File: src/rtl/sdes_pkg.sv
// Package with the S-DES permutation tables, S-boxes, key types and cipher functions.
`timescale 1ns / 1ps
`default_nettype none

package sdes_pkg;

   // Register indexes of the configuration port.
   localparam logic CSR_KEY = 1'b0;
   localparam logic CSR_IV  = 1'b1;

   // Tables give source bit positions, position 1 being the most significant bit.
   localparam logic [3:0] P10_TAB [10] = '{4'd3, 4'd5, 4'd2, 4'd7, 4'd4,
                                           4'd10, 4'd1, 4'd9, 4'd8, 4'd6};
   localparam logic [3:0] P8_TAB [8]   = '{4'd6, 4'd3, 4'd7, 4'd4, 4'd8, 4'd5, 4'd10, 4'd9};
   localparam logic [3:0] IP_TAB [8]   = '{4'd2, 4'd6, 4'd3, 4'd1, 4'd4, 4'd8, 4'd5, 4'd7};
   localparam logic [3:0] IPINV_TAB [8] = '{4'd4, 4'd1, 4'd3, 4'd5, 4'd7, 4'd2, 4'd8, 4'd6};
   localparam logic [3:0] EP_TAB [8]   = '{4'd4, 4'd1, 4'd2, 4'd3, 4'd2, 4'd3, 4'd4, 4'd1};
   localparam logic [3:0] P4_TAB [4]   = '{4'd2, 4'd4, 4'd3, 4'd1};

   // S-boxes flattened as {row, column}.
   localparam logic [1:0] S0_TAB [16] = '{2'd1, 2'd0, 2'd3, 2'd2,
                                          2'd3, 2'd2, 2'd1, 2'd0,
                                          2'd0, 2'd2, 2'd1, 2'd3,
                                          2'd3, 2'd1, 2'd3, 2'd2};
   localparam logic [1:0] S1_TAB [16] = '{2'd0, 2'd1, 2'd2, 2'd3,
                                          2'd2, 2'd0, 2'd1, 2'd3,
                                          2'd3, 2'd0, 2'd1, 2'd0,
                                          2'd2, 2'd1, 2'd0, 2'd3};

   typedef struct packed {
      logic [7:0] k1;
      logic [7:0] k2;
      logic [7:0] iv;
   } sdes_keys_type;

   function automatic logic [9:0] perm_p10(input logic [9:0] v);
      logic [9:0] o;
      for (int i = 0; i < 10; i++) begin
         o[9 - i] = v[10 - int'(P10_TAB[i])];
      end
      return o;
   endfunction

   function automatic logic [7:0] perm_p8(input logic [9:0] v);
      logic [7:0] o;
      for (int i = 0; i < 8; i++) begin
         o[7 - i] = v[10 - int'(P8_TAB[i])];
      end
      return o;
   endfunction

   function automatic logic [7:0] perm_ip(input logic [7:0] v);
      logic [7:0] o;
      for (int i = 0; i < 8; i++) begin
         o[7 - i] = v[8 - int'(IP_TAB[i])];
      end
      return o;
   endfunction

   function automatic logic [7:0] perm_ipinv(input logic [7:0] v);
      logic [7:0] o;
      for (int i = 0; i < 8; i++) begin
         o[7 - i] = v[8 - int'(IPINV_TAB[i])];
      end
      return o;
   endfunction

   function automatic logic [7:0] perm_ep(input logic [3:0] v);
      logic [7:0] o;
      for (int i = 0; i < 8; i++) begin
         o[7 - i] = v[4 - int'(EP_TAB[i])];
      end
      return o;
   endfunction

   function automatic logic [3:0] perm_p4(input logic [3:0] v);
      logic [3:0] o;
      for (int i = 0; i < 4; i++) begin
         o[3 - i] = v[4 - int'(P4_TAB[i])];
      end
      return o;
   endfunction

   function automatic logic [3:0] round_f(input logic [3:0] r, input logic [7:0] k);
      logic [7:0] e;
      logic [1:0] s0;
      logic [1:0] s1;
      e  = perm_ep(r) ^ k;
      s0 = S0_TAB[{e[7], e[4], e[6:5]}];
      s1 = S1_TAB[{e[3], e[0], e[2:1]}];
      return perm_p4({s0, s1});
   endfunction

   function automatic logic [7:0] sdes_encrypt(input logic [7:0] blk, input logic [7:0] k1,
                                               input logic [7:0] k2);
      logic [7:0] x;
      logic [3:0] l1;
      logic [3:0] l2;
      x  = perm_ip(blk);
      l1 = x[7:4] ^ round_f(x[3:0], k1);
      l2 = x[3:0] ^ round_f(l1, k2);
      return perm_ipinv({l2, l1});
   endfunction

endpackage

`default_nettype wire

File: src/rtl/sdes_ofb_stream_cipher_core.sv
// Top level of the S-DES output-feedback stream cipher.
//
// Each item on the req_ channel is one byte in tdata and a start flag in tuser.
// With the start flag set, the feedback block is first reloaded from the
// initialisation vector. The feedback block is then encrypted with S-DES, the
// result becomes the new feedback block, and the byte XOR that block leaves
// on the rsp_ channel. Encryption and decryption are the same operation.
// An accepted item is held in the input register and its result in the result
// register, from which it leaves on rsp_.
// One item is taken every cycle while results are taken on rsp_; the feedback
// register closes through the input-side mux and the two rounds with no
// register between. The csr_ channel writes the key (index 0) or the vector
// (index 1) and is always ready; the subkeys are derived when the key is
// written. Reset clears the keys, the feedback block and all valid flags.
// When rsp_tready is low the result register holds, one more item waits in
// the input register, and req_tready then falls until the result is taken.
`timescale 1ns / 1ps
`default_nettype none

module sdes_ofb_stream_cipher_core (
   input  wire logic       clock,
   input  wire logic       reset,
   input  wire logic       req_tvalid,
   output logic            req_tready,
   input  wire logic [7:0] req_tdata,   // [7:0] data_in
   input  wire logic       req_tuser,   // [0] start_msg
   output logic            rsp_tvalid,
   input  wire logic       rsp_tready,
   output logic [7:0]      rsp_tdata,   // [7:0] data_out
   input  wire logic       csr_valid,
   output logic            csr_ready,
   input  wire logic       csr_index,
   input  wire logic [9:0] csr_data
);

   sdes_pkg::sdes_keys_type keys;

   logic       in_valid_ff;
   logic [7:0] in_data_ff;
   logic       in_start_ff;
   logic       out_valid_ff;
   logic [7:0] out_data_ff;
   logic [7:0] fb_ff;
   logic [7:0] fb_in;
   logic [7:0] cur_block;
   logic       advance;

   sdes_key_sched u_key_sched (
      .clock     (clock),
      .reset     (reset),
      .csr_valid (csr_valid),
      .csr_index (csr_index),
      .csr_data  (csr_data),
      .keys      (keys)
   );

   assign cur_block = in_start_ff ? keys.iv : fb_ff;

   sdes_block_encrypt u_block_encrypt (
      .block_in  (cur_block),
      .keys      (keys),
      .block_out (fb_in)
   );

   assign advance    = in_valid_ff && (!out_valid_ff || rsp_tready);
   assign req_tready = !in_valid_ff || advance;
   assign csr_ready  = 1'b1;
   assign rsp_tvalid = out_valid_ff;
   assign rsp_tdata  = out_data_ff;

   always_ff @(posedge clock) begin
      if (reset) begin
         in_valid_ff  <= 1'b0;
         out_valid_ff <= 1'b0;
         fb_ff        <= '0;
      end else begin
         if (req_tready) begin
            in_valid_ff <= req_tvalid;
         end
         if (advance) begin
            out_valid_ff <= 1'b1;
            fb_ff        <= fb_in;
         end else if (rsp_tready) begin
            out_valid_ff <= 1'b0;
         end
      end
   end

   always_ff @(posedge clock) begin
      if (req_tready) begin
         in_data_ff  <= req_tdata;
         in_start_ff <= req_tuser;
      end
      if (advance) begin
         out_data_ff <= in_data_ff ^ fb_in;
      end
   end

   a_stall_only_on_full_output: assert property (@(posedge clock) disable iff (reset)
      (in_valid_ff && !req_tready) |-> (out_valid_ff && !rsp_tready))
      else $error("Input stage stalled while the result register could move.");

   a_feedback_moves_with_item: assert property (@(posedge clock) disable iff (reset)
      !advance |=> $stable(fb_ff))
      else $error("Feedback block changed without an item.");

   a_accepted_item_held: assert property (@(posedge clock) disable iff (reset)
      (req_tvalid && req_tready) |=> in_valid_ff)
      else $error("Accepted item was not captured in the input register.");

endmodule

`default_nettype wire

File: src/rtl/sdes_key_sched.sv
// Configuration registers with the subkey schedule worked out when the key is written.
`timescale 1ns / 1ps
`default_nettype none

module sdes_key_sched (
   input  wire logic                   clock,
   input  wire logic                   reset,
   input  wire logic                   csr_valid,
   input  wire logic                   csr_index,
   input  wire logic [9:0]             csr_data,
   output sdes_pkg::sdes_keys_type     keys
);

   logic [7:0] k1_ff;
   logic [7:0] k2_ff;
   logic [7:0] iv_ff;
   logic [9:0] p10_key;
   logic [4:0] hi1;
   logic [4:0] lo1;
   logic [4:0] hi2;
   logic [4:0] lo2;

   always_comb begin
      p10_key = sdes_pkg::perm_p10(csr_data);
      hi1     = {p10_key[8:5], p10_key[9]};
      lo1     = {p10_key[3:0], p10_key[4]};
      hi2     = {hi1[2:0], hi1[4:3]};
      lo2     = {lo1[2:0], lo1[4:3]};
   end

   always_ff @(posedge clock) begin
      if (reset) begin
         k1_ff <= '0;
         k2_ff <= '0;
         iv_ff <= '0;
      end else if (csr_valid) begin
         case (csr_index)
            sdes_pkg::CSR_KEY: begin
               k1_ff <= sdes_pkg::perm_p8({hi1, lo1});
               k2_ff <= sdes_pkg::perm_p8({hi2, lo2});
            end
            sdes_pkg::CSR_IV: begin
               iv_ff <= csr_data[7:0];
            end
            default: begin
            end
         endcase
      end
   end

   assign keys.k1 = k1_ff;
   assign keys.k2 = k2_ff;
   assign keys.iv = iv_ff;

endmodule

`default_nettype wire

File: src/rtl/sdes_block_encrypt.sv
// Two-round S-DES encryption of one 8-bit block under the two subkeys.
`timescale 1ns / 1ps
`default_nettype none

module sdes_block_encrypt (
   input  wire logic [7:0]             block_in,
   input  sdes_pkg::sdes_keys_type     keys,
   output logic [7:0]                  block_out
);

   assign block_out = sdes_pkg::sdes_encrypt(block_in, keys.k1, keys.k2);

endmodule

`default_nettype wire
File: config.mk
export PLATFORM = sky130hd
export DESIGN_NAME = sdes_ofb_stream_cipher_core
export DESIGN_NICKNAME = d
export VERILOG_FILES = /design/src/rtl/sdes_pkg.sv /design/src/rtl/sdes_ofb_stream_cipher_core.sv /design/src/rtl/sdes_key_sched.sv /design/src/rtl/sdes_block_encrypt.sv
export SDC_FILE = /design/constraint.sdc
export NUM_CORES = 1
export LEC_CHECK = 0
export BUFFER_PORTS_ARGS = -buffer_cell sky130_fd_sc_hd__buf_2
export CORE_UTILIZATION = 57
export DETAILED_ROUTE_END_ITERATION = 8
export PLACE_DENSITY = 0.8
export SYNTH_ARGS = -nofsm -noshare
export SYNTH_HDL_FRONTEND = slang
export SYNTH_SLANG_ARGS = --single-unit
File: constraint.sdc
create_clock -name clock -period 3.7 [get_ports clock]
set_input_delay 0.74 -clock clock [delete_from_list [all_inputs] [get_ports clock]]
set_output_delay 0.74 -clock clock [all_outputs]
set_load 0.03 [all_outputs]
After elaboration in Yosys (flattened, before gate mapping) --
Memories as Yosys holds them, arrays and structs flattened. Cells that the tools add are included.
Storage, ports and cells: register bits 51, bits in read-only memories 128, bits of input ports 25, logic and storage cells 46, memories 4
Operators by class: magnitude comparators 4, mux-type cells 11, bitwise logic cells 10, reductions and logical operators 8
Memories:
- (no name shown) | words 16, bits a word 2, rd ports 1, clocked after memory_dff 0, write ports 0, line sdes_pkg.sv:89 | s0 = S0_TAB[{e[7], e[4], e[6:5]}];
- (no name shown) | words 16, bits a word 2, rd ports 1, clocked after memory_dff 0, write ports 0, line sdes_pkg.sv:89
- (no name shown) | words 16, bits a word 2, rd ports 1, clocked after memory_dff 0, write ports 0, line sdes_pkg.sv:90 | s1 = S1_TAB[{e[3], e[0], e[2:1]}];
- (no name shown) | words 16, bits a word 2, rd ports 1, clocked after memory_dff 0, write ports 0, line sdes_pkg.sv:90
Operators by type and width (count):
- 8-bit XOR | 3
- 5-bit greater-or-equal comparator (second input constant) | 4
- 4-bit NOT with 5-bit output | 4
- 2-bit 2-to-1 mux | 8
- 8-bit 2-to-1 mux | 1
- 4-bit XOR | 2
- 2-bit AND reduction | 2
- 1-bit zero test | 2
- 1-bit logical OR | 2
- 1-bit 2-to-1 mux | 2
- 2-bit nonzero test | 1
- 1-bit logical AND | 1
- 1-bit NOT | 1

Logic depth before layout (Yosys ltp) --
Gate-level depths: netlist of the first run.
word-level depth 14, depth in mapped cells 14, gate-level depth less buffers 13

Modules after synthesis --
Synthesis of the first run repeated with hierarchy kept, for this count alone.
Second synthesis, totals: cell total of the unflattened synthesis 220, area total of the unflattened synthesis 2454.9 sq um
Modules (own cells, without submodules):
- sdes_ofb_stream_cipher_core | times used 1, cells each 79, area an instance 1124.8 sq um, sequential area each 710.7 sq um
- sdes_key_sched | times used 1, cells each 79, area an instance 813.3 sq um, sequential area each 360.3 sq um
- sdes_block_encrypt | times used 1, cells each 62, area an instance 516.7 sq um, sequential area each 0.0 sq um

Least setup slack after synthesis of the first run --
OpenSTA, ideal clock, no wires.
path kind reg-to-reg, from reg in_start_ff, to reg fb_ff[5], setup time 0.074 ns, arrival 2.800 ns, slack 0.826 ns, stages on the path, launching flop included 14, period minus slack after synthesis 2.874 ns, cells stage by stage edfxtp_1 -> buf_6 -> mux2i_4 -> xor2_1 -> ha_1 -> a21o_1 -> o21ai_2 -> xnor3_1 -> ha_1 -> inv_1 -> mux2_2 -> xnor2_1 -> or3_1 -> a31oi_1
On the way: longest elaborated chain between the ends 13
Ends and longest elaborated chain:
- start, declared | line sdes_ofb_stream_cipher_core.sv:40 | logic in_start_ff;
- start signal, assigned | line sdes_ofb_stream_cipher_core.sv:92 | in_start_ff <= req_tuser;
- 8-bit 2-to-1 mux (*) | line sdes_ofb_stream_cipher_core.sv:57 | assign cur_block = in_start_ff ? keys.iv : fb_ff;
- 8-bit XOR | line sdes_pkg.sv:88 | e = perm_ep(r) ^ k;
- 4-bit NOT with 5-bit output (on tied branches) | line sdes_pkg.sv:89, sdes_pkg.sv:90
- memory read 16 x 2 bit (on tied branches)
- 2-bit 2-to-1 mux (on tied branches) (2 in a row) | line sdes_pkg.sv:89, sdes_pkg.sv:90
- 4-bit XOR | line sdes_pkg.sv:100 | l1 = x[7:4] ^ round_f(x[3:0], k1);
- 8-bit XOR | line sdes_pkg.sv:88
- 4-bit NOT with 5-bit output (implied by the code) | line sdes_pkg.sv:90
- memory read 16 x 2 bit
- 2-bit 2-to-1 mux (implied by the code) (2 in a row) | line sdes_pkg.sv:90
- 4-bit XOR (*) | line sdes_pkg.sv:101 | l2 = x[3:0] ^ round_f(l1, k2);
- end signal, assigned | line sdes_ofb_stream_cipher_core.sv:82 | fb_ff <= fb_in;
- end, declared | line sdes_ofb_stream_cipher_core.sv:43 | logic [7:0] fb_ff;
Every way passes the cells marked *; elsewhere a longest branch is shown, timed or not. The select of a mux whose other input is x is not followed. A chain may end at the register's enable or synchronous reset.

Worst setup path in the final report of the first run --
from reg in_start_ff, to reg out_data_ff[2] (netlist: rsp_tdata[2]), data pin
On the way: longest elaborated chain between the ends 14
Ends and longest elaborated chain:
- 8-bit 2-to-1 mux (*) | line sdes_ofb_stream_cipher_core.sv:57
- 8-bit XOR | line sdes_pkg.sv:88
- 4-bit NOT with 5-bit output (on tied branches) | line sdes_pkg.sv:89, sdes_pkg.sv:90
- memory read 16 x 2 bit (on tied branches)
- 2-bit 2-to-1 mux (on tied branches) (2 in a row) | line sdes_pkg.sv:89, sdes_pkg.sv:90
- 4-bit XOR | line sdes_pkg.sv:100
- 8-bit XOR | line sdes_pkg.sv:88
- 4-bit NOT with 5-bit output (implied by the code) | line sdes_pkg.sv:90
- memory read 16 x 2 bit
- 2-bit 2-to-1 mux (implied by the code) (2 in a row) | line sdes_pkg.sv:90
- 4-bit XOR (*) | line sdes_pkg.sv:101
- 8-bit XOR (*) | line sdes_ofb_stream_cipher_core.sv:95 | out_data_ff <= in_data_ff ^ fb_in;
- end signal, assigned | line sdes_ofb_stream_cipher_core.sv:95
- end, declared | line sdes_ofb_stream_cipher_core.sv:42 | logic [7:0] out_data_ff;
Marked as above.

==> flow_metrics.env, run 1 <==
export IMPL_hold_path_startpoint="u_key_sched.iv_ff[7]$_SDFFE_PP0P_"
export IMPL_drive_above_1_share_pct=23.9
export IMPL_drtAntennaViolNets=0
export IMPL_seq_power_share_pct=39.7
export IMPL_yosysMostFrequentCell="nand2_1"
export IMPL_multiInputGateArea_mm2=0.00129
export IMPL_grt_max_degree=31
export IMPL_path_clk_slew_ns=0.08
export IMPL_p_leak_nw=1.15
export IMPL_crit_top_cell="o21ai_0"
export IMPL_nets=290
export IMPL_final_min_clock_period_ns=3.40
export IMPL_critPathLaunch="in_start_ff$_DFFE_PP_"
export IMPL_max_slew_margin_pct=52.1
export IMPL_vias_per_cell=5.56
export IMPL_drtPass1Iterations=5
export IMPL_status="finished clean"
export IMPL_cts_root_buf="clkbuf_8"
export IMPL_synth_top_area_share_pct=23.1
export IMPL_port_buffer_count=34
export IMPL_synthTopCellsByCount="nand2_1 (40), dfxtp_1 (28), a21oi_1 (23)"
export IMPL_internal_power_mw=1.05
export IMPL_antenna_cells=0
export IMPL_die_area_mm2=0.00452
export IMPL_cts_path_max_buffers=2
export IMPL_tns_ns=0
export IMPL_synth_ff_latch_count=45
export IMPL_antenna_found_initial=0
export IMPL_grt_pass1_vias=1689
export IMPL_synthArstFlopShare_pct=0
export IMPL_crit_chain="buf_4 > mux2i_4 > xor2_2 > o21ai_0 > a21oi_1 > xnor2_1 > xor2_1 > o211ai_1 > o21ai_0 > xnor3_1"
export IMPL_synthCells=228
export IMPL_drt_iter0_markers=85
export IMPL_initial_core_util_pct=60.2
export IMPL_synth_edff_count=17
export IMPL_clock_sinks=45
export IMPL_fmax_ghz=0.294
export IMPL_routed_wl_um=4890
export IMPL_cp_start_kind="flip-flop"
export IMPL_r2r_start="in_start_ff$_DFFE_PP_"
export IMPL_yosysTopAreaCell="dfxtp_1"
export IMPL_num_fill_cells=319
export IMPL_cp_slowest_stage_delay_ns=0.54
export IMPL_rows=23
export IMPL_synth_area_leaders="dfxtp_1 (23%), edfxtp_1 (21%), nand2_1 (6.2%), xnor2_1 (5.8%), a21oi_1 (4.7%)"
export IMPL_dp_hpwl_um=3520
export IMPL_peakVddDrop_mv=0.326
export IMPL_grt_pass1_wl_um=7780
export IMPL_arrival_ns=3.45
export IMPL_ys_warnings_count=0
export IMPL_power_density_mw_per_mm2=551
export IMPL_die_w_um=67.2
export IMPL_crit_path_end_kind="flip-flop"
export IMPL_vias=1745
export IMPL_dp_cells=303
export IMPL_power_frac_clock_pct=25.1
export IMPL_area_growth_pct=13.8
export IMPL_skew_ns=0.00489
export IMPL_htreeDepth=2
export IMPL_avgRoutedWirePerCell_um=15.6
export IMPL_period_share_pct=92.0
export IMPL_swShare_pct=31.1
export IMPL_synthesis_area_mm2=0.00242
export IMPL_setup_violations=0
export IMPL_hold_class="reg2reg"
export IMPL_fin_cells=314
export IMPL_cts_resized=0
export IMPL_die_height_um=67.2
export IMPL_p_comb_share_pct=35.2
export IMPL_yosysSeqAreaShare_pct=44.2
export IMPL_drcViolationCount=0
export IMPL_crit_path_max_fanout=6
export IMPL_rsz0062_at_grt="no"
export IMPL_required_ns=3.75
export IMPL_finalHoldViolCount=0
export IMPL_core_area_mm2=0.00403
export IMPL_place_congestion=0.853
export IMPL_final_util_pct=68.5
export IMPL_worst_pin_slew_ns=0.717
export IMPL_regArea_mm2=0.00107
export IMPL_path_class="reg2reg"
export IMPL_clk_latency_ns=0.30
export IMPL_ys_flop_type="dfxtp_1"
export IMPL_tritoncts="yes"
export IMPL_maxCapViolations=0
export IMPL_p_switching_mw=0.473
export IMPL_avgSynthCellArea_um2=10.6
export IMPL_cp_slowest_cell="edfxtp_1"
export IMPL_grt_overflow_total=0
export IMPL_power_mw=1.52
export IMPL_syn_nets=255
export IMPL_boundaryPins=36
export IMPL_cts_buffers=5
export IMPL_finalMaxSlewViolations=0
export IMPL_synth_cell_types=45
export IMPL_grt_use_total_pct=23.9
## cell type report
cell class | instances | area share, %
Clock buffer | 7 | 3.13
Clock inverter | 1 | 1.09
Inverter | 3 | 0.408
Multi-Input combinational cell | 169 | 46.8
Sequential cell | 45 | 38.8
Tap cell | 50 | 2.27
Timing Repair Buffer | 39 | 7.53
## state kept, by name (all words and copies together) (netlist names)
register,flops
fb_ff,8
in_data_ff,8
rsp_tdata,8
u_key_sched.iv_ff,8
u_key_sched.k1_ff,7
u_key_sched.k2_ff,3
in_start_ff,1
in_valid_ff,1
rsp_tvalid,1
## logic make-up after synthesis
group                    Yosys count  synth area share, %
XOR/XNOR                          37                 19.3
other                              1                0.155
AND/OR/NAND/NOR                   75                 13.9
buffers and inverters             14                 2.63
flip-flops                        45                 44.2
AO/OA/AOI/OAI                     38                 9.65
adder cells (fa/ha/maj)            2                 1.03
multiplexers                      16                 9.13
## critical path: cells and delay by family (launching register included)
kind | cells | cell delay (ns)
multiplexers | 1 | 0.38
flip-flops | 1 | 0.54
XOR/XNOR | 4 | 1.25
AO/OA/AOI/OAI | 4 | 0.78
buffers and inverters | 1 | 0.20
## repair_timing
| item | in CTS | in global routing |
|---|---|---|
| endpoints found under the setup margin | 0 | 1 |
| hold endpoints to repair | 0 | 0 |
| hold buffers | 0 | 0 |
| setup buffers | 0 | 3 |
## final timing paths
kind,depth (start not counted),slack (ns),endpoint
worst max-delay path,10,0.30,rsp_tdata[2]$_DFFE_PP_
worst min-delay path,2,0.47,u_key_sched.iv_ff[7]$_SDFFE_PP0P_
worst max register to register,10,0.30,rsp_tdata[2]$_DFFE_PP_
worst min register to register,2,0.47,u_key_sched.iv_ff[7]$_SDFFE_PP0P_
## per-layer routing
layer  part of all wire, %  routed length, um  vias up  track usage, %
met5                     0                  0        -               0
met4                   1.9                 91        0            10.1
met3                   4.7                232       10            4.22
met2                    51               2510       52            41.0
met1                    42               2060      827            29.3
li1                      -                  -      856               -
## per-stage QoR
step	setup slack, ns	area (um^2)	hold slack [ns]
2_1_floorplan	0.826	2420	0.436
3_3_place_gp	0.302	2620	0.445
5_1_grt	0.0362	2760	0.493
6_report	0.297	2760	0.468
4_1_cts	0.180	2740	0.467
3_5_place_dp	0.196	2620	0.457
## power groups by stage
stage,registers (mW),logic (mW),clock network (mW)
global route,0.609,0.590,0.406
finish,0.604,0.535,0.382
floorplan,0.646,0.388,0
global placement,0.616,0.516,0
CTS,0.605,0.530,0.389
detailed placement,0.617,0.527,0
## cell usage in the layout, fill, tap and decap left out, types with 2 or more instances in the layout
| master | count |
|---|---|
| mux2_2 | 2 |
| or3_1 | 2 |
| mux2i_4 | 4 |
| xor2_2 | 3 |
| mux2i_1 | 8 |
| edfxtp_1 | 17 |
| buf_2 | 34 |
| o211ai_1 | 3 |
| nand2b_1 | 3 |
| buf_4 | 5 |
| nand3_1 | 11 |
| o21ai_0 | 2 |
| inv_1 | 3 |
| nor2b_1 | 2 |
| ha_1 | 2 |
| dfxtp_1 | 28 |
| xnor2_1 | 16 |
| o21bai_1 | 2 |
| and3_1 | 2 |
| xor2_1 | 9 |
| xnor3_1 | 5 |
| nand2_1 | 40 |
| nor2_1 | 9 |
| clkbuf_8 | 6 |
| a21oi_1 | 23 |
| a211oi_1 | 3 |
No activity file was read; power rests on OpenSTA's default activity.
==> run 2, diff against run 1 <==
Settings changed: CORE_ASPECT_RATIO set to 1.25.
==> run 2 against run 1 <==
Against the previous run:
- combinational power decreased by 1%
- sequential cell count stayed put
- global-route usage barely moved
- maximum frequency grew 5.0%
- clock-buffer cell count decreased by 1
- clock skew increased by 0.0028 ns
==> flow_metrics.env, run 2 (synthesized netlist as in run 1, its figures left out) <==
export IMPL_status="finished clean"
export IMPL_multiInputGateArea_mm2=0.00129
export IMPL_place_congestion=0.884
export IMPL_timing_final_ws_setup_ns=0.460
export IMPL_placed_cell_area_mm2=0.00263
export IMPL_crit_path_end_kind="flip-flop"
export IMPL_arrival_ns=3.46
export IMPL_crit_top_cell="ha_1"
export IMPL_vias_per_cell=5.43
export IMPL_num_fill_cells=333
export IMPL_peakVddDrop_mv=0.388
export IMPL_cp_slowest_cell="mux2i_4"
export IMPL_routed_wl_um=4810
export IMPL_grt_overflow_total=0
export IMPL_clock_sinks=45
export IMPL_fin_area_mm2=0.00274
export IMPL_required_ns=3.92
export IMPL_cts_root_buf="clkbuf_8"
export IMPL_grt_pass1_vias=1663
export IMPL_drive_above_1_share_pct=23.0
export IMPL_power_density_mw_per_mm2=549
export IMPL_clk_latency_ns=0.30
export IMPL_port_buffer_count=34
export IMPL_die_height_um=74.9
export IMPL_antenna_cells=0
export IMPL_path_clk_slew_ns=0.09
export IMPL_rsz0062_at_grt="no"
export IMPL_core_area_mm2=0.00407
export IMPL_drt_iter0_markers=63
export IMPL_ctsHoldBuffers=0
export IMPL_power_mw=1.50
export IMPL_tritoncts="yes"
export IMPL_boundaryPins=36
export IMPL_regArea_mm2=0.00107
export IMPL_area_growth_pct=13.0
export IMPL_final_common_cell="nand2_1"
export IMPL_initial_core_util_pct=59.6
export IMPL_crit_cells=13
export IMPL_setup_violations=0
export IMPL_cts_setup_buffers=0
export IMPL_antenna_found_initial=0
export IMPL_fmax_ghz=0.309
export IMPL_post_place_ws_ns=0.498
export IMPL_finalMaxSlewViolations=0
export IMPL_worst_r2r_cell_count=13
export IMPL_cts_buffers=5
export IMPL_finalHoldViolCount=0
export IMPL_htreeDepth=2
export IMPL_crit_chain="buf_4 > mux2i_4 > xor2_1 > ha_1 > a21o_1 > o21ai_2 > xnor3_1 > ha_1 > inv_1 > mux2_2 > xnor2_1 > or3_1 > a31oi_1"
export IMPL_grt_pass1_wl_um=7610
export IMPL_p_leak_nw=1.14
export IMPL_drcViolationCount=0
export IMPL_tns_ns=0
export IMPL_rows=26
export IMPL_die_area_mm2=0.00452
export IMPL_final_min_clock_period_ns=3.24
export IMPL_period_share_pct=87.6
export IMPL_final_util_pct=67.4
export IMPL_worstHoldPathCells=2
export IMPL_dp_hpwl_um=3630
export IMPL_cp_start_kind="flip-flop"
export IMPL_maxCapViolations=0
export IMPL_critPathTopFamily="multiplexers"
export IMPL_vias=1720
export IMPL_cp_slowest_stage_delay_ns=0.40
export IMPL_drtAntennaViolNets=0
export IMPL_skew_ns=0.00767
export IMPL_nets=287
export IMPL_drtPass1Iterations=4
export IMPL_crit_buf_inv=2
export IMPL_crit_path_max_fanout=6
export IMPL_die_w_um=60.3
export IMPL_cts_path_max_buffers=2
export IMPL_grt_max_degree=31
export IMPL_hold_class="reg2reg"
export IMPL_avgRoutedWirePerCell_um=15.2
export IMPL_grt_use_total_pct=23.9
export IMPL_worst_pin_slew_ns=0.671
export IMPL_cts_resized=0
export IMPL_max_slew_margin_pct=55.2
export IMPL_path_class="reg2reg"
export IMPL_most_common_layout_cells="nand2_1 (40), buf_2 (34), dfxtp_1 (28), a21oi_1 (23), edfxtp_1 (17)"
## run 2: area by class of cell
cell class | instances | share of cell area (%)
multi-input cells | 169 | 47.1
flip-flops and latches | 45 | 39.1
repair buffers | 36 | 6.76
clock buffers | 6 | 2.65
well taps | 56 | 2.56
clock inverters | 2 | 1.42
inverters | 3 | 0.411
## run 2: routing by layer
metal | part of all wire [%] | up-vias | wire length (um) | GRT usage (%)
li1 | - | 846 | - | -
met1 | 42 | 824 | 2040 | 27.9
met2 | 52 | 36 | 2500 | 41.3
met3 | 2.3 | 14 | 110 | 3.61
met4 | 3.4 | 0 | 165 | 13.7
met5 | 0 | - | 0 | 0
## run 2: power breakdown
group | switching (mW) | total (mW) | internal, mW
combinational | 0.285 | 0.529 | 0.243
clock | 0.167 | 0.370 | 0.203
sequential | 0.0269 | 0.604 | 0.577
total | 0.479 | 1.50 | 1.02
## run 2: path summary, 6_finish.rpt
path,startpoint,endpoint,slack (ns)
min reg2reg,u_key_sched.iv_ff[5]$_SDFFE_PP0P_,u_key_sched.iv_ff[5]$_SDFFE_PP0P_,0.47
min,u_key_sched.iv_ff[5]$_SDFFE_PP0P_,u_key_sched.iv_ff[5]$_SDFFE_PP0P_,0.47
max,in_start_ff$_DFFE_PP_,fb_ff[5]$_SDFFE_PP0P_,0.46
max reg2reg,in_start_ff$_DFFE_PP_,fb_ff[5]$_SDFFE_PP0P_,0.46
## run 2: worst min-delay path, stage by stage, from the launching register on
cell,delay (ns)
dfxtp_1,0.33
nand2_1,0.06
a21oi_1,0.05
## run 2: through the flow
stage | hold slack [ns] | cells
3_3_place_gp | 0.455 | 309
2_1_floorplan | 0.436 | 228
4_1_cts | 0.474 | 317
6_report | 0.475 | 317
3_5_place_dp | 0.461 | 309
5_1_grt | 0.493 | 317
==> run 3, diff against run 2 <==
Settings changed: ABC_AREA set to 1, PLACE_DENSITY 0.8 to 0.79.
==> run 3 against run 2 <==
Against the previous run:
- total power shrank 8.6%
- die area grew 8.6%
- worst setup slack got worse by 0.019 ns
- critical path type unchanged
- global-route usage up 3.1 points
- non-clock buffer count shrank 1
- first-iteration DRC count up 120%
==> flow_metrics.env, run 3 <==
export IMPL_syn_nets=405
export IMPL_drive_above_1_share_pct=17.0
export IMPL_max_slew_margin_pct=52.6
export IMPL_power_density_mw_per_mm2=469
export IMPL_synthCells=378
export IMPL_antenna_found_initial=0
export IMPL_drtPass1Iterations=4
export IMPL_fin_cells=469
export IMPL_skew_ns=0.00754
export IMPL_dp_hpwl_um=4750
export IMPL_most_common_layout_cells="nand2_1 (121), nand3_1 (64), inv_1 (45), buf_2 (34), dfxtp_1 (28)"
export IMPL_synthArstFlopShare_pct=0
export IMPL_synthesis_area_mm2=0.00264
export IMPL_htreeDepth=2
export IMPL_tns_ns=0
export IMPL_yosysSeqAreaShare_pct=40.6
export IMPL_crit_path_max_fanout=12
export IMPL_grt_overflow_total=0
export IMPL_r2r_start="in_start_ff$_DFFE_PP_"
export IMPL_p_leak_nw=1.48
export IMPL_fmax_ghz=0.307
export IMPL_crit_chain="inv_2 > nand2_2 > nand2_2 > nand2_1 > nand2_1 > ha_1 > or2_1 > nand2_2 > nand2_2 > nand3_1 > nand2_1 > ha_1 > or2_1 > nand3b_1 > nand2_1 > nand2_1 > nand2_1"
export IMPL_core_area_mm2=0.00443
export IMPL_synth_ff_latch_count=45
export IMPL_avgSynthCellArea_um2=6.98
export IMPL_drtAntennaViolNets=0
export IMPL_synth_edff_count=17
export IMPL_internal_power_mw=0.855
export IMPL_crit_buf_inv=1
export IMPL_dp_cells=461
export IMPL_grt_pass1_wl_um=10200
export IMPL_cts_buffers=5
export IMPL_crit_top_cell="nand2_1"
export IMPL_initial_core_util_pct=59.7
export IMPL_worst_pin_slew_ns=0.711
export IMPL_path_class="reg2reg"
export IMPL_power_frac_clock_pct=23.1
export IMPL_maxCapViolations=0
export IMPL_ys_flop_type="dfxtp_1"
export IMPL_cts_path_max_buffers=2
export IMPL_required_ns=3.77
export IMPL_ctsHoldBuffers=0
export IMPL_area_growth_pct=10.9
export IMPL_power_mw=1.37
export IMPL_synth_area_leaders="dfxtp_1 (21%), edfxtp_1 (19%), nand2_1 (17%), nand3_1 (12%), inv_1 (6.4%)"
export IMPL_critPathTopFamily="simple AND/OR/NAND/NOR gates"
export IMPL_synth_cell_types=26
export IMPL_routed_wl_um=6150
export IMPL_die_area_mm2=0.00491
export IMPL_tritoncts="yes"
export IMPL_arrival_ns=3.33
export IMPL_finalHoldViolCount=0
export IMPL_clock_sinks=45
export IMPL_peakVddDrop_mv=0.270
export IMPL_grt_pass1_vias=2281
export IMPL_placed_cell_area_mm2=0.00284
export IMPL_cts_setup_buffers=0
export IMPL_cts_root_buf="clkbuf_8"
export IMPL_place_congestion=0.904
export IMPL_rows=27
export IMPL_die_height_um=78.1
export IMPL_clk_latency_ns=0.31
export IMPL_grt_use_total_pct=27.0
export IMPL_drt_iter0_markers=140
export IMPL_critPathLaunch="in_start_ff$_DFFE_PP_"
export IMPL_ys_warnings_count=0
export IMPL_hold_path_startpoint="u_key_sched.iv_ff[5]$_SDFFE_PP0P_"
export IMPL_port_buffer_count=34
export IMPL_swShare_pct=37.8
export IMPL_avgRoutedWirePerCell_um=13.1
export IMPL_cp_start_kind="flip-flop"
export IMPL_setup_violations=0
export IMPL_grt_max_degree=29
export IMPL_seq_power_share_pct=42.6
export IMPL_cp_slowest_stage_delay_ns=0.63
export IMPL_final_common_cell="nand2_1"
export IMPL_nets=437
export IMPL_cts_resized=0
export IMPL_yosysMostFrequentCell="nand2_1"
export IMPL_yosysTopAreaCell="dfxtp_1"
export IMPL_synth_top_area_share_pct=21.2
export IMPL_vias=2533
export IMPL_antenna_cells=0
export IMPL_cp_slowest_cell="edfxtp_1"
export IMPL_fin_area_mm2=0.00293
export IMPL_path_clk_slew_ns=0.09
export IMPL_p_comb_share_pct=34.3
export IMPL_boundaryPins=36
export IMPL_period_share_pct=88.1
export IMPL_rsz0062_at_grt="no"
export IMPL_die_w_um=62.9
export IMPL_final_util_pct=66.1
export IMPL_vias_per_cell=5.40
export IMPL_hold_class="reg2reg"
export IMPL_final_min_clock_period_ns=3.26
export IMPL_p_switching_mw=0.519
export IMPL_finalMaxSlewViolations=0
export IMPL_crit_path_end_kind="flip-flop"
export IMPL_drcViolationCount=0
export IMPL_synthTopCellsByCount="nand2_1 (121), nand3_1 (64), inv_1 (45)"
export IMPL_status="finished clean"
[run 3: cells by family after synthesis]
| logic type | count (synthesis) | share of synthesized area, % |
|---|---|---|
| AND/OR/NAND/NOR | 239 | 41.0 |
| buffers and inverters | 57 | 8.72 |
| flip-flops | 45 | 40.6 |
| AO/OA/AOI/OAI | 30 | 7.30 |
| XOR/XNOR | 4 | 1.33 |
| adder cells (fa/ha/maj) | 2 | 0.948 |
| other | 1 | 0.142 |
[run 3: per-layer routing]
metal / track usage [%] / wire [um]
met4: 16.7 / 302
met1: 32.5 / 2610
met3: 4.51 / 286
met2: 44.7 / 2960
met5: 0 / 0
[run 3: worst paths after layout]
path                                                           to  slack [ns]  cells after the start
worst max-delay path                       rsp_tdata[5]$_DFFE_PP_        0.44                     17
worst min-delay path            u_key_sched.iv_ff[5]$_SDFFE_PP0P_        0.48                      2
worst max register to register             rsp_tdata[5]$_DFFE_PP_        0.44                     17
worst min register to register  u_key_sched.iv_ff[5]$_SDFFE_PP0P_        0.48                      2
[run 3: cell type report]
cell class / count / area [um^2]
clock buffer: 5 / 68.8
clock inverter: 3 / 21.3
fill: 402 / 1500
inverter: 47 / 176
multi-input combinational: 276 / 1340
sequential: 45 / 1070
tap: 58 / 72.6
timing repair buffer: 35 / 178
[run 3: power by group through the flow]
| stage | sequential [mW] | combinational [mW] | clock [mW] |
|---|---|---|---|
| 2_1_floorplan | 0.612 | 0.345 | 0 |
| 3_3_place_gp | 0.596 | 0.446 | 0 |
| 3_5_place_dp | 0.596 | 0.465 | 0 |
| 4_1_cts | 0.585 | 0.467 | 0.317 |
| 5_1_grt | 0.589 | 0.536 | 0.340 |
| 6_report | 0.586 | 0.471 | 0.317 |
[run 3: per-stage QoR]
step	hold slack, ns	worst slack, ns
2_1_floorplan	0.441	1.03
3_3_place_gp	0.456	0.670
3_5_place_dp	0.460	0.508
4_1_cts	0.477	0.491
5_1_grt	0.503	0.193
6_report	0.478	0.441
[run 3: worst register-to-register path: stages (launching register included)]
cell and delay, ns:
edfxtp_1 0.63, inv_2 0.22, nand2_2 0.15, nand2_2 0.11, nand2_1 0.08, nand2_1 0.08
ha_1 0.27, or2_1 0.28, nand2_2 0.10, nand2_2 0.08, nand3_1 0.08, nand2_1 0.11
ha_1 0.30, or2_1 0.24, nand3b_1 0.13, nand2_1 0.07, nand2_1 0.05, nand2_1 0.04
